==> config.mk <==
export PLATFORM = sky130hd
export DESIGN_NAME = sync_framed_packet_parser
export DESIGN_NICKNAME = d
export VERILOG_FILES = /design/src/rtl/core/sfpp_pkg.sv /design/src/rtl/core/sync_framed_packet_parser.sv
export SDC_FILE = /design/constraint.sdc
export NUM_CORES = 1
export LEC_CHECK = 0
export BUFFER_PORTS_ARGS = -buffer_cell sky130_fd_sc_hd__buf_2
export CAP_MARGIN = 20
export CORE_MARGIN = 5
export CORE_UTILIZATION = 40
export CTS_CLUSTER_SIZE = 24
export DETAILED_ROUTE_END_ITERATION = 8
export HOLD_SLACK_MARGIN = 0.08
export MAX_ROUTING_LAYER = met4
export PLACE_DENSITY = 0.65
export SYNTH_ARGS = -nofsm -noshare
export SYNTH_HDL_FRONTEND = slang
export SYNTH_SLANG_ARGS = --single-unit
export TNS_END_PERCENT = 5
==> constraint.sdc <==
create_clock -name clk -period 4.9 [get_ports clk]
set_input_delay 0.49 -clock clk [delete_from_list [all_inputs] [get_ports clk]]
set_output_delay 0.49 -clock clk [all_outputs]
set_load 0.02 [all_outputs]
==> src/rtl/core/sfpp_pkg.sv <==
// Shared constants, codes and the byte-wide CRC-16 step for the frame parser.
package sfpp_pkg;

  localparam int unsigned BYTE_W = 8;
  localparam int unsigned CRC_W  = 16;
  localparam int unsigned LEN_W  = 16;
  localparam int unsigned ERR_W  = 2;
  localparam int unsigned TYPE_W = 3;
  localparam int unsigned CFG_INDEX_W = 4;
  localparam int unsigned CFG_DATA_W  = 16;

  localparam logic [CRC_W-1:0] CRC_POLY = 16'h1021;

  // Register indexes on the configuration port.
  localparam logic [CFG_INDEX_W-1:0] CFG_FIRST_SYNC  = 4'd0;
  localparam logic [CFG_INDEX_W-1:0] CFG_SECOND_SYNC = 4'd1;
  localparam logic [CFG_INDEX_W-1:0] CFG_VERSION     = 4'd2;
  localparam logic [CFG_INDEX_W-1:0] CFG_CRC_SEED    = 4'd3;

  // Verdict codes carried on error_code.
  localparam logic [ERR_W-1:0] ERR_NONE   = 2'd0;
  localparam logic [ERR_W-1:0] ERR_CRC    = 2'd1;
  localparam logic [ERR_W-1:0] ERR_LENGTH = 2'd2;

  // Valid frame type range.
  localparam logic [BYTE_W-1:0] TYPE_MIN = 8'h01;
  localparam logic [BYTE_W-1:0] TYPE_MAX = 8'h04;

  // One byte folded into the CRC, most significant bit first.
  function automatic logic [CRC_W-1:0] crc16_byte(input logic [CRC_W-1:0] crc_in,
                                                  input logic [BYTE_W-1:0] data);
    logic [CRC_W-1:0] crc;
    crc = crc_in ^ {data, 8'h00};
    for (int i = 0; i < BYTE_W; i++) begin
      if (crc[CRC_W-1]) begin
        crc = {crc[CRC_W-2:0], 1'b0} ^ CRC_POLY;
      end else begin
        crc = {crc[CRC_W-2:0], 1'b0};
      end
    end
    return crc;
  endfunction

endpackage

==> src/rtl/core/sync_framed_packet_parser.sv <==
// Top level of the sync-word framed packet parser with payload CRC-16 check.
// A received word is held in the input register, parsed from there, and its
// result word, if any, is then registered in the result register.
// Throughput: one word per cycle while the result side does not stall, set by the single parse stage.
// Reset (rst, synchronous, active high) restores register defaults, returns
// to the sync hunt and empties both the input and the result registers.
module sync_framed_packet_parser #(
  parameter int unsigned MAX_PAYLOAD = 256
) (
  input  logic                                 clk,
  input  logic                                 rst,
  // Configuration write port.
  input  logic                                 cfg_write,
  input  logic [sfpp_pkg::CFG_INDEX_W-1:0]     cfg_index,
  input  logic [sfpp_pkg::CFG_DATA_W-1:0]      cfg_data,
  // Received byte stream.
  input  logic                                 in_valid,
  output logic                                 in_ready,
  input  logic [sfpp_pkg::BYTE_W-1:0]          rx_byte,
  // Result words.
  output logic                                 out_valid,
  input  logic                                 out_ready,
  output logic [sfpp_pkg::BYTE_W-1:0]          payload_byte,
  output logic [sfpp_pkg::BYTE_W-1:0]          byte_index,
  output logic                                 last,
  output logic                                 frame_good,
  output logic [sfpp_pkg::ERR_W-1:0]           error_code,
  output logic [sfpp_pkg::TYPE_W-1:0]          frame_type,
  output logic [sfpp_pkg::BYTE_W-1:0]          sequence_res,
  output logic [sfpp_pkg::BYTE_W-1:0]          message_id,
  output logic [sfpp_pkg::LEN_W-1:0]           payload_length
);

  // Parser phases, in the order the header bytes arrive.
  localparam logic [3:0] PH_SYNC0   = 4'd0;
  localparam logic [3:0] PH_SYNC1   = 4'd1;
  localparam logic [3:0] PH_VERSION = 4'd2;
  localparam logic [3:0] PH_TYPE    = 4'd3;
  localparam logic [3:0] PH_SEQ     = 4'd4;
  localparam logic [3:0] PH_MSGID   = 4'd5;
  localparam logic [3:0] PH_LENLO   = 4'd6;
  localparam logic [3:0] PH_LENHI   = 4'd7;
  localparam logic [3:0] PH_PAYLOAD = 4'd8;
  localparam logic [3:0] PH_CRCLO   = 4'd9;
  localparam logic [3:0] PH_CRCHI   = 4'd10;

  // Longest payload accepted without a length error.
  localparam logic [sfpp_pkg::LEN_W-1:0] MaxLen = sfpp_pkg::LEN_W'(MAX_PAYLOAD);

  // Configuration registers.
  logic [sfpp_pkg::BYTE_W-1:0] first_sync;
  logic [sfpp_pkg::BYTE_W-1:0] second_sync;
  logic [3:0]                  version_major;
  logic [sfpp_pkg::CRC_W-1:0]  crc_seed;

  // Input register.
  logic                        in_full;
  logic [sfpp_pkg::BYTE_W-1:0] in_byte;

  // Parser state.
  logic [3:0]                  phase, phase_next;
  logic [sfpp_pkg::LEN_W-1:0]  declared_length, declared_length_next;
  logic [sfpp_pkg::LEN_W-1:0]  bytes_seen, bytes_seen_next;
  logic [sfpp_pkg::CRC_W-1:0]  running_crc, running_crc_next;
  logic [sfpp_pkg::BYTE_W-1:0] crc_low, crc_low_next;
  logic [sfpp_pkg::TYPE_W-1:0] type_held, type_held_next;
  logic [sfpp_pkg::BYTE_W-1:0] sequence_held, sequence_held_next;
  logic [sfpp_pkg::BYTE_W-1:0] message_id_held, message_id_held_next;

  // Result word built in the parse stage.
  logic                        emit;
  logic [sfpp_pkg::BYTE_W-1:0] res_byte;
  logic [sfpp_pkg::BYTE_W-1:0] res_index;
  logic                        res_last;
  logic [sfpp_pkg::ERR_W-1:0]  res_err;

  logic                        advance;
  logic [sfpp_pkg::LEN_W-1:0]  seen_inc;
  logic [sfpp_pkg::CRC_W-1:0]  received_crc;

  // The parse stage moves whenever the result register is free or being
  // emptied in the same cycle; the input register refills behind it.
  assign advance  = in_full && (!out_valid || out_ready);
  assign in_ready = !in_full || advance;

  assign seen_inc     = bytes_seen + sfpp_pkg::LEN_W'(1);
  assign received_crc = {in_byte, crc_low};

  // Configuration writes; unknown indexes are ignored.
  always_ff @(posedge clk) begin
    if (rst) begin
      first_sync    <= 8'hAA;
      second_sync   <= 8'h55;
      version_major <= 4'h1;
      crc_seed      <= 16'hFFFF;
    end else if (cfg_write) begin
      unique case (cfg_index)
        sfpp_pkg::CFG_FIRST_SYNC:  first_sync    <= cfg_data[sfpp_pkg::BYTE_W-1:0];
        sfpp_pkg::CFG_SECOND_SYNC: second_sync   <= cfg_data[sfpp_pkg::BYTE_W-1:0];
        sfpp_pkg::CFG_VERSION:     version_major <= cfg_data[3:0];
        sfpp_pkg::CFG_CRC_SEED:    crc_seed      <= cfg_data;
        default: ;
      endcase
    end
  end

  // Input register.
  always_ff @(posedge clk) begin
    if (rst) begin
      in_full <= 1'b0;
    end else if (in_ready) begin
      in_full <= in_valid;
    end
  end

  always_ff @(posedge clk) begin
    if (in_valid && in_ready) begin
      in_byte <= rx_byte;
    end
  end

  // Phase step and result selection for the byte in the input register.
  always_comb begin
    phase_next           = phase;
    declared_length_next = declared_length;
    bytes_seen_next      = bytes_seen;
    running_crc_next     = running_crc;
    crc_low_next         = crc_low;
    type_held_next       = type_held;
    sequence_held_next   = sequence_held;
    message_id_held_next = message_id_held;
    emit                 = 1'b0;
    res_byte             = in_byte;
    res_index            = bytes_seen[sfpp_pkg::BYTE_W-1:0];
    res_last             = 1'b0;
    res_err              = sfpp_pkg::ERR_NONE;

    unique case (phase)
      PH_SYNC0: begin
        if (in_byte == first_sync) begin
          phase_next = PH_SYNC1;
        end
      end
      PH_SYNC1: begin
        // A mismatching byte is not retried as a first sync byte.
        phase_next = (in_byte == second_sync) ? PH_VERSION : PH_SYNC0;
      end
      PH_VERSION: begin
        if (in_byte[7:4] != version_major) begin
          phase_next           = PH_SYNC0;
          declared_length_next = '0;
          bytes_seen_next      = '0;
        end else begin
          phase_next = PH_TYPE;
        end
      end
      PH_TYPE: begin
        if (in_byte < sfpp_pkg::TYPE_MIN || in_byte > sfpp_pkg::TYPE_MAX) begin
          phase_next           = PH_SYNC0;
          declared_length_next = '0;
          bytes_seen_next      = '0;
        end else begin
          type_held_next = in_byte[sfpp_pkg::TYPE_W-1:0];
          phase_next     = PH_SEQ;
        end
      end
      PH_SEQ: begin
        sequence_held_next = in_byte;
        phase_next         = PH_MSGID;
      end
      PH_MSGID: begin
        message_id_held_next = in_byte;
        phase_next           = PH_LENLO;
      end
      PH_LENLO: begin
        declared_length_next = {8'h00, in_byte};
        phase_next           = PH_LENHI;
      end
      PH_LENHI: begin
        declared_length_next = {in_byte, declared_length[7:0]};
        bytes_seen_next      = '0;
        running_crc_next     = crc_seed;
        // An empty payload goes straight to the CRC bytes.
        phase_next = ({in_byte, declared_length[7:0]} == '0) ? PH_CRCLO : PH_PAYLOAD;
      end
      PH_PAYLOAD: begin
        emit             = 1'b1;
        running_crc_next = sfpp_pkg::crc16_byte(running_crc, in_byte);
        bytes_seen_next  = seen_inc;
        if (seen_inc == declared_length) begin
          phase_next = PH_CRCLO;
        end
      end
      PH_CRCLO: begin
        crc_low_next = in_byte;
        phase_next   = PH_CRCHI;
      end
      PH_CRCHI: begin
        emit      = 1'b1;
        res_byte  = '0;
        res_index = '0;
        res_last  = 1'b1;
        // An over-long frame is reported ahead of a CRC mismatch.
        if (declared_length > MaxLen) begin
          res_err = sfpp_pkg::ERR_LENGTH;
        end else if (running_crc != received_crc) begin
          res_err = sfpp_pkg::ERR_CRC;
        end
        phase_next           = PH_SYNC0;
        declared_length_next = '0;
        bytes_seen_next      = '0;
      end
      default: begin
        phase_next           = PH_SYNC0;
        declared_length_next = '0;
        bytes_seen_next      = '0;
      end
    endcase
  end

  always_ff @(posedge clk) begin
    if (rst) begin
      phase           <= PH_SYNC0;
      declared_length <= '0;
      bytes_seen      <= '0;
      running_crc     <= 16'hFFFF;
      crc_low         <= '0;
      type_held       <= '0;
      sequence_held   <= '0;
      message_id_held <= '0;
    end else if (advance) begin
      phase           <= phase_next;
      declared_length <= declared_length_next;
      bytes_seen      <= bytes_seen_next;
      running_crc     <= running_crc_next;
      crc_low         <= crc_low_next;
      type_held       <= type_held_next;
      sequence_held   <= sequence_held_next;
      message_id_held <= message_id_held_next;
    end
  end

  // Result register. The frame fields reflect the state as it stands when
  // the word is built, which for a verdict is before the hunt resets it.
  always_ff @(posedge clk) begin
    if (rst) begin
      out_valid <= 1'b0;
    end else if (advance) begin
      out_valid <= emit;
    end else if (out_ready) begin
      out_valid <= 1'b0;
    end
  end

  always_ff @(posedge clk) begin
    if (advance && emit) begin
      payload_byte   <= res_byte;
      byte_index     <= res_index;
      last           <= res_last;
      frame_good     <= res_last && (res_err == sfpp_pkg::ERR_NONE);
      error_code     <= res_err;
      frame_type     <= type_held;
      sequence_res   <= sequence_held;
      message_id     <= message_id_held;
      payload_length <= declared_length;
    end
  end

endmodule

Yosys cells after proc, flatten, opt, wreduce, memory -nomap -nowiden
Index checks and enable logic that the tools add are counted.
- add/subtract/negate cells: 1
- order comparisons: 3
- equality and inequality tests: 22
- multiplexer cells: 34
- bitwise operators: 13
- reduce and logical (&&, ||, !) cells: 31
- operators by type and width (kind ; count):
    16-bit 2-to-1 mux ; 9
    13-bit 2-to-1 mux ; 8
    16-bit case mux with 5 select lines ; 1
    16-bit case mux with 4 select lines ; 1
    4-bit case mux with 10 select lines ; 1
    16-bit case mux with 2 select lines ; 1
    3-bit NOT ; 8
    16-bit by 1-bit adder with 16-bit output, second input constant ; 1
    16-bit equality test ; 1
    4-bit by 2-bit equality test with 1-bit output, second input constant ; 4
    4-bit by 3-bit equality test with 1-bit output, second input constant ; 4
    8-bit equality test ; 2
    16-bit by 9-bit greater-than comparator with 1-bit output, second input constant ; 1
    16-bit zero test ; 1
    16-bit != test ; 1
    2-bit AND reduction ; 8
    16-bit XOR ; 1
    4-bit equality test, second input constant ; 3
    6-bit OR reduction ; 2
    4-bit by 1-bit equality test with 1-bit output, second input constant ; 2
    8-bit by 3-bit greater-than comparator with 1-bit output, second input constant ; 1
    4-bit zero test ; 2
    8-bit by 1-bit less-than comparator with 1-bit output, second input constant ; 1
    2-bit 2-to-1 mux ; 4
    other kinds (15) ; 36
- register bits: 180
- input port bits: 33
- output and inout port bits: 57
- logic and storage cells: 129

Depth between registers and ports, before layout
Gate-level depths: netlist of run 1.
- depth in word-level cells: 25
- gate-level depth with buffers: 10
- gate-level depth less buffers: 8

Worst setup path before layout of run 1
No wires, ideal clock.
- path type: input port to flip-flop
- start: input out_ready
- end: register byte_index[0] (netlist name), enable pin
- setup time: 0.468 ns
- arrival: 3.098 ns
- data required time: 4.432 ns
- setup slack: 1.334 ns
- cell stages on the path: 3
- buffers on the path: 0
- cell sequence: nand2b_1 > nand2_1 > nor2_1
- word-level cells in the longest chain between the ends: 3
- RTL lines (item ; RTL line ; source):
    start: declaration ; sync_framed_packet_parser.sv:22 ; input logic out_ready,
    1-bit logical OR ; sync_framed_packet_parser.sv:83 ; assign advance = in_full && (!out_valid || out_ready);
    1-bit logical AND ; sync_framed_packet_parser.sv:83 ;
    1-bit logical AND ; sync_framed_packet_parser.sv:256 ; if (advance && emit) begin
    end signal: assignment ; sync_framed_packet_parser.sv:258 ; byte_index <= res_index;
    end: declaration ; sync_framed_packet_parser.sv:24 ; output logic [sfpp_pkg::BYTE_W-1:0] byte_index,
Every way passes these cells.
A chain may end at the register's enable or synchronous reset.

Final worst setup path of run 1
- start: register bytes_seen[0] (netlist name)
- end: register phase[1]
- word-level cells in the longest chain between the ends: 4
- RTL lines (item ; RTL line ; source):
    start: declaration ; sync_framed_packet_parser.sv:63 ; logic [sfpp_pkg::LEN_W-1:0] bytes_seen, bytes_seen_next;
    start signal: assignment ; sync_framed_packet_parser.sv:234 ; bytes_seen <= bytes_seen_next;
    16-bit by 1-bit adder with 16-bit output ; sync_framed_packet_parser.sv:86 ; assign seen_inc = bytes_seen + sfpp_pkg::LEN_W'(1);
    16-bit equality test ; sync_framed_packet_parser.sv:190 ; if (seen_inc == declared_length) begin
    2-bit != test (no line) ; - ;
    3-bit AND reduction (no line) ; - ;
    end signal: assignment ; sync_framed_packet_parser.sv:232 ; phase <= phase_next;
    end: declaration ; sync_framed_packet_parser.sv:61 ; logic [3:0] phase, phase_next;
Every way passes these cells.

==> results of run 1 <==
per-layer routing:
metal / share of wire, % / vias up
li1: - / 3041
met1: 48 / 2961
met2: 44 / 205
met3: 6.4 / 29
met4: 1.7 / 0
met5: 0 / -
per-stage QoR:
step	setup slack, ns	utilization (%)	instances	area (sq um)	total power (W)
6_report	2.078	46.35	1163	9378	0.003006
3_3_place_gp	2.165	43.49	1131	8800	0.001695
3_5_place_dp	2.136	43.49	1131	8800	0.001696
2_1_floorplan	1.334	-	823	8218	0.001657
5_1_grt	1.888	46.35	1163	9378	0.003105
4_1_cts	2.108	46.35	1163	9378	0.003038
synth_stat cells (all sizes together) (10+ instances only):
| library cell | count | share of area [%] |
|---|---|---|
| nand3 | 28 | 1.8 |
| nor2b | 27 | 2.1 |
| nand4 | 13 | 1.2 |
| a211o | 25 | 2.7 |
| nor2 | 74 | 3.5 |
| a21oi | 51 | 3.1 |
| nand2 | 85 | 3.9 |
| buf | 16 | 1.2 |
| clkbuf | 40 | 1.8 |
| o21ai | 22 | 1.4 |
| nand3b | 19 | 1.7 |
| nor3 | 12 | 0.79 |
| a211oi | 12 | 1.1 |
| mux2i | 38 | 4.6 |
| or3 | 10 | 0.76 |
| edfxtp | 63 | 23 |
| xor2 | 36 | 3.8 |
| dfxtp | 117 | 29 |
| and3 | 17 | 1.3 |
| nor4 | 12 | 0.91 |
| xnor2 | 34 | 3.6 |
registers in the layout (all words and copies together), names as in the netlist, 2 cells and up:
register	cells
bytes_seen	16
crc_seed	16
declared_length	16
payload_length	16
running_crc	16
byte_index	8
crc_low	8
first_sync	8
in_byte	8
message_id	8
message_id_held	8
payload_byte	8
second_sync	8
sequence_held	8
sequence_res	8
phase	4
version_major	4
frame_type	3
type_held	3
error_code	2
final timing paths:
kind / to / slack [ns]
setup / recovery: phase[1] / 2.08
hold / removal: in_byte[4] / 0.24
setup reg to reg: phase[1] / 2.08
hold reg to reg: sequence_res[6] / 0.43
cell families (layout without fill, tap and decap cells):
kind of cell             count (synthesis)  after routing  synth area share, %
multiplexers                            39             39                4.765
buffers and inverters                   59            129                3.213
XOR/XNOR                                70             70                7.460
AO/OA/AOI/OAI                          135            135                11.13
flip-flops                             180            180                51.52
AND/OR/NAND/NOR                        339            339                21.76
adder cells (fa/ha/maj)                  1              1               0.1522
power by group:
group	switching [W]	total (W)	leakage, nW	internal, W
Clock	0.000598	0.00134	0.292	0.000744
Combinational	0.0000536	0.0000929	1.84	0.0000393
Sequential	0.0000241	0.00157	1.49	0.00155
layout make-up:
| cell class | instances | area [sq um] | area share [%] |
|---|---|---|---|
| clock buffer | 20 | 459.2 | 4.897 |
| clock inverter | 12 | 118.9 | 1.268 |
| inverter | 3 | 11.26 | 0.1201 |
| multi-input combinational | 584 | 3731 | 39.79 |
| sequential | 180 | 4234 | 45.15 |
| tap | 270 | 337.8 | 3.602 |
| timing repair buffer | 94 | 485.5 | 5.177 |
==> results.toml, run 1 <==
[outcome]
outcome = "finished, final reports clean"

[setup_path]
crit_path_start = "bytes_seen[0]"
start_kind = "flop"
r2r_cells = 8
arrival_ns = 3.17
required_ns = 5.25
critical_path.top_delay_family = "simple AND/OR/NAND/NOR gates"
path_class = "flop to flop"
cp_slowest_cell = "dfxtp_1"
cp.buffers_inverters = 0
slowest_delay_ns = 0.48
crit_path_end_kind = "flop"
worstPathMaxFanout = 10
reg2reg_from = "bytes_seen[0]"
path_cells = "ha_1, and3_1, a31oi_1, or3b_4, a2111oi_4, and4_4, nor3_1, a311oi_2"
path_depth = 8

[finish]
fill_cells = 1939
drive_above_1_share_pct = 16.35
layout_common_cells = "dfxtp_1, buf_2, nand2_1, nor2_1, edfxtp_1"
fin_nets = 914
antenna_cells = 0
final_common_cell = "dfxtp_1"
syn_to_final_growth_pct = 14.11

[yosys]
synth_cell_types = 69
ys_warn_count = 0
netlist_area_sq_um = 8218
syn_avg_cell_area_sq_um = 9.985
ys_async_sr_fraction_pct = 0
synth_edf_count = 63
syn-num-nets = 857
syn_inst = 823
synth_seq_area_share_pct = 51.52
ys_seq_elements = 180
synth_top_flop_cell = "dfxtp_1"

[placed_design]
dp_hpwl_microns = 13760
place.gp.congestion = 0.9206
port_buffers = 89

[grt]
use_met2_pct = 25.39
grt.met3_usage_pct = 3.789
grt_pass1_vias = 6008
grt_use_total_pct = 17.59
grt_pass1_wl_microns = 32490
use_met1_pct = 24.65
grt_max_degree = 84
grt_overflow_total = 0
antenna_found_initial = 0
grt.busiest_layer = "met2"

[run]
max_cap_violations = 0

[detailed_routing]
first_pass_iters = 5
vias = 6236
ant_nets = 0
routed_wl_microns = 20060
wl_per_cell_microns = 17.25
drtIter0Drc = 508
route.detailed.drc = 0
avgViaCountPerCell = 5.362

[floorplan]
dieArea_sq_um = 23510
die_w_microns = 153.3
fp.coreArea_sq_um = 20230
die_h_microns = 153.3
initial_utilization_pct = 40.61
io_pins = 90
rows = 52

[power]
p_leak_nw = 3.623
cellPowerDensity_nw_per_um2 = 320.6
peakVddDrop_mv = 0.2734

[clocking]
post_cts_resized = 0
post_cts_buffers = 0
hold_buffers = 0
cts_tree = "built"
cts_buffer_depth = 2
insertion_delay_ns = 0.44
clock-sinks = 180
ctsRootBufferMaster = "clkbuf_16"
clk_pin_slew_ns = 0.07
cts_buffers = 17
htreeDepth = 4

[timing]
rsz0062_at_grt = "false"
hold_viol_final = 0
fin_setup_tns_ns = 0
finalMaxSlewViolations = 0
fmax_mhz = 354.4
hold-worst-slack_ns = 0.2393
finalSetupViolations = 0
skew_ns = 0.01247
worst_pin_slew_ns = 0.9826
maxSlewHeadroom_pct = 34.35
fin_crit_sh_pct = 57.59
finalCriticalPeriod_ns = 2.822

[hold_path]
worstHoldPathType = "input port to flop"
hold_depth = 1
hold_start = "rx_byte[4]"
Power figures use the tool's default switching activity.
==> inputs of run 2 (changes only) <==
- clock period: 4.9 -> 2.9 ns (I/O delays scaled with it)
==> run 2 against run 1 <==
  * Via count rose by 1.9%
  * Clock-buffer cell count fell by 3
  * Register-to-register slack worse by 1.8 ns
  * Design area is 3.5% higher
  * Non-clock buffer count is 33 higher
  * Global-route usage shrank 0.26 points
  * First-iteration DRC count shrank 11%
  * Routed wire length up 0.37%
  * Critical path type unchanged
  * Critical endpoint unchanged
  * Largest power group unchanged
  * Highest routed layer unchanged
==> results.toml, run 2 (synthesis gave the netlist of run 1 again) <==
[finish]
drive_above_1_share_pct = 17.71
syn_to_final_growth_pct = 18.16
fin_cells = 1196
fill_cells = 1892
final-seq-area_sq_um = 4234
layout_common_cells = "dfxtp_1, buf_2, nand2_1, nor2_1, edfxtp_1"
fin_util_pct = 47.99
multiInputGateArea_sq_um = 3731
final_common_cell = "dfxtp_1"
fin_nets = 947
antenna_cells = 0

[detailed_routing]
route.detailed.drc = 0
wl_per_cell_microns = 16.84
drtIter0Drc = 452
avgViaCountPerCell = 5.314
routed_wl_microns = 20140
vias = 6355
first_pass_iters = 5
ant_nets = 0

[run]
max_cap_violations = 0

[floorplan]
fp.coreArea_sq_um = 20230
dieArea_sq_um = 23510
initial_utilization_pct = 40.61
rows = 52
die_w_microns = 153.3
die_h_microns = 153.3
io_pins = 90

[setup_path]
crit_path_end_kind = "flop"
r2r_cells = 8
ff2ff_setup_slack_ns = 0.23
regToRegEndpoint = "phase[1]"
start_kind = "flop"
cp_slowest_cell = "dfxtp_1"
reg2reg_from = "bytes_seen[0]"
path_cells = "ha_1, nand3_1, nor2_1, o21ai_0, a2111oi_4, and4_4, nor3_1, a311oi_2"
slowest_delay_ns = 0.47
required_ns = 3.25
arrival_ns = 3.01
worstPathMaxFanout = 8
path_class = "flop to flop"

[placed_design]
dp.cells = 1148
port_buffers = 89
place.gp.congestion = 0.9015
dp_hpwl_microns = 13810

[outcome]
outcome = "finished, final reports clean"

[grt]
grt_max_degree = 68
grt_pass1_wl_microns = 32280
grt_overflow_total = 0
antenna_found_initial = 0
grt_use_total_pct = 17.33
grt_pass1_vias = 5955

[hold_path]
hold_path_end = "crc_seed[8]"
hold_start = "cfg_data[8]"
worstHoldPathType = "input port to flop"
hold_depth = 3

[clocking]
cts_buffers = 17
ctsRootBufferMaster = "clkbuf_16"
cts_buffer_depth = 2
cts_tree = "built"
insertion_delay_ns = 0.44
post_cts_buffers = 0
htreeDepth = 4
clock-sinks = 180
clk_pin_slew_ns = 0.08

[timing]
rsz0062_at_grt = "false"
hold-worst-slack_ns = 0.09356
skew_ns = 0.01180
fmax_mhz = 375.0
maxSlewHeadroom_pct = 47.74
worst_pin_slew_ns = 0.7839
hold_viol_final = 0
fin_crit_sh_pct = 91.96
finalMaxSlewViolations = 0
finalCriticalPeriod_ns = 2.667
fin_setup_tns_ns = 0
finalSetupViolations = 0

[power]
p_leak_nw = 3.686
cellPowerDensity_nw_per_um2 = 533.8
peakVddDrop_mv = 0.4672
[run 2: how the worst max path moves through the flow]
| stage | to | startpoint | cells past startpoint | slack, ns |
|---|---|---|---|---|
| 3_3_place_gp | type_held[0] | bytes_seen[0] | 9 | 0.40 |
| 6_report | phase[1] | bytes_seen[0] | 8 | 0.23 |
| 2_1_floorplan | byte_index[0] | phase[3] | 3 | 0.33 |
| 5_1_grt | phase[1] | bytes_seen[0] | 8 | 0.05 |
| 3_5_place_dp | phase[1] | bytes_seen[0] | 8 | 0.31 |
| 4_1_cts | phase[1] | bytes_seen[0] | 8 | 0.28 |
[run 2: through the flow]
step,setup slack (ns),power (W),cell area (sq um)
after floorplan,0.3313,0.002799,8220
final,0.2333,0.005184,9711
after global placement,0.4008,0.002876,8940
after detailed placement,0.3065,0.002878,8940
after CTS,0.2809,0.005225,9701
after global routing,0.04796,0.005367,9711
[run 2: layout make-up]
class	count	share of cell area (%)
sequential	180	43.60
multi-input combinational	584	38.42
timing repair buffer	127	8.092
clock buffer	17	4.381
tap	270	3.479
clock inverter	15	1.907
inverter	3	0.1160
[run 2: report_power, final]
| part | total [W] | leakage [nW] | switching, W | internal [W] |
|---|---|---|---|---|
| clock | 0.00235 | 0.299 | 0.00110 | 0.00124 |
| combinational | 0.000210 | 1.95 | 0.000120 | 0.0000897 |
| sequential | 0.00263 | 1.43 | 0.0000168 | 0.00261 |
[run 2: worst max-delay path: cells and delay by family, from the launching register on]
kind	cells	cell delay [ns]
compound gates	3	0.87
simple gates	4	0.92
fa+ha+maj	1	0.33
flops	1	0.47
[run 2: what timing repair did]
action	CTS	global route
endpoints found under the hold margin	15	1
hold buffers	15	1
resized for setup	0	0
[run 2: metal layers]
| layer | vias up | GRT usage (%) | part of all wire, % |
|---|---|---|---|
| met3 | 26 | 2.573 | 5.5 |
| met4 | 0 | 4.794 | 1.4 |
| li1 | 3119 | - | - |
| met1 | 3005 | 24.56 | 48 |
| met2 | 205 | 26.02 | 45 |
| met5 | - | - | 0 |
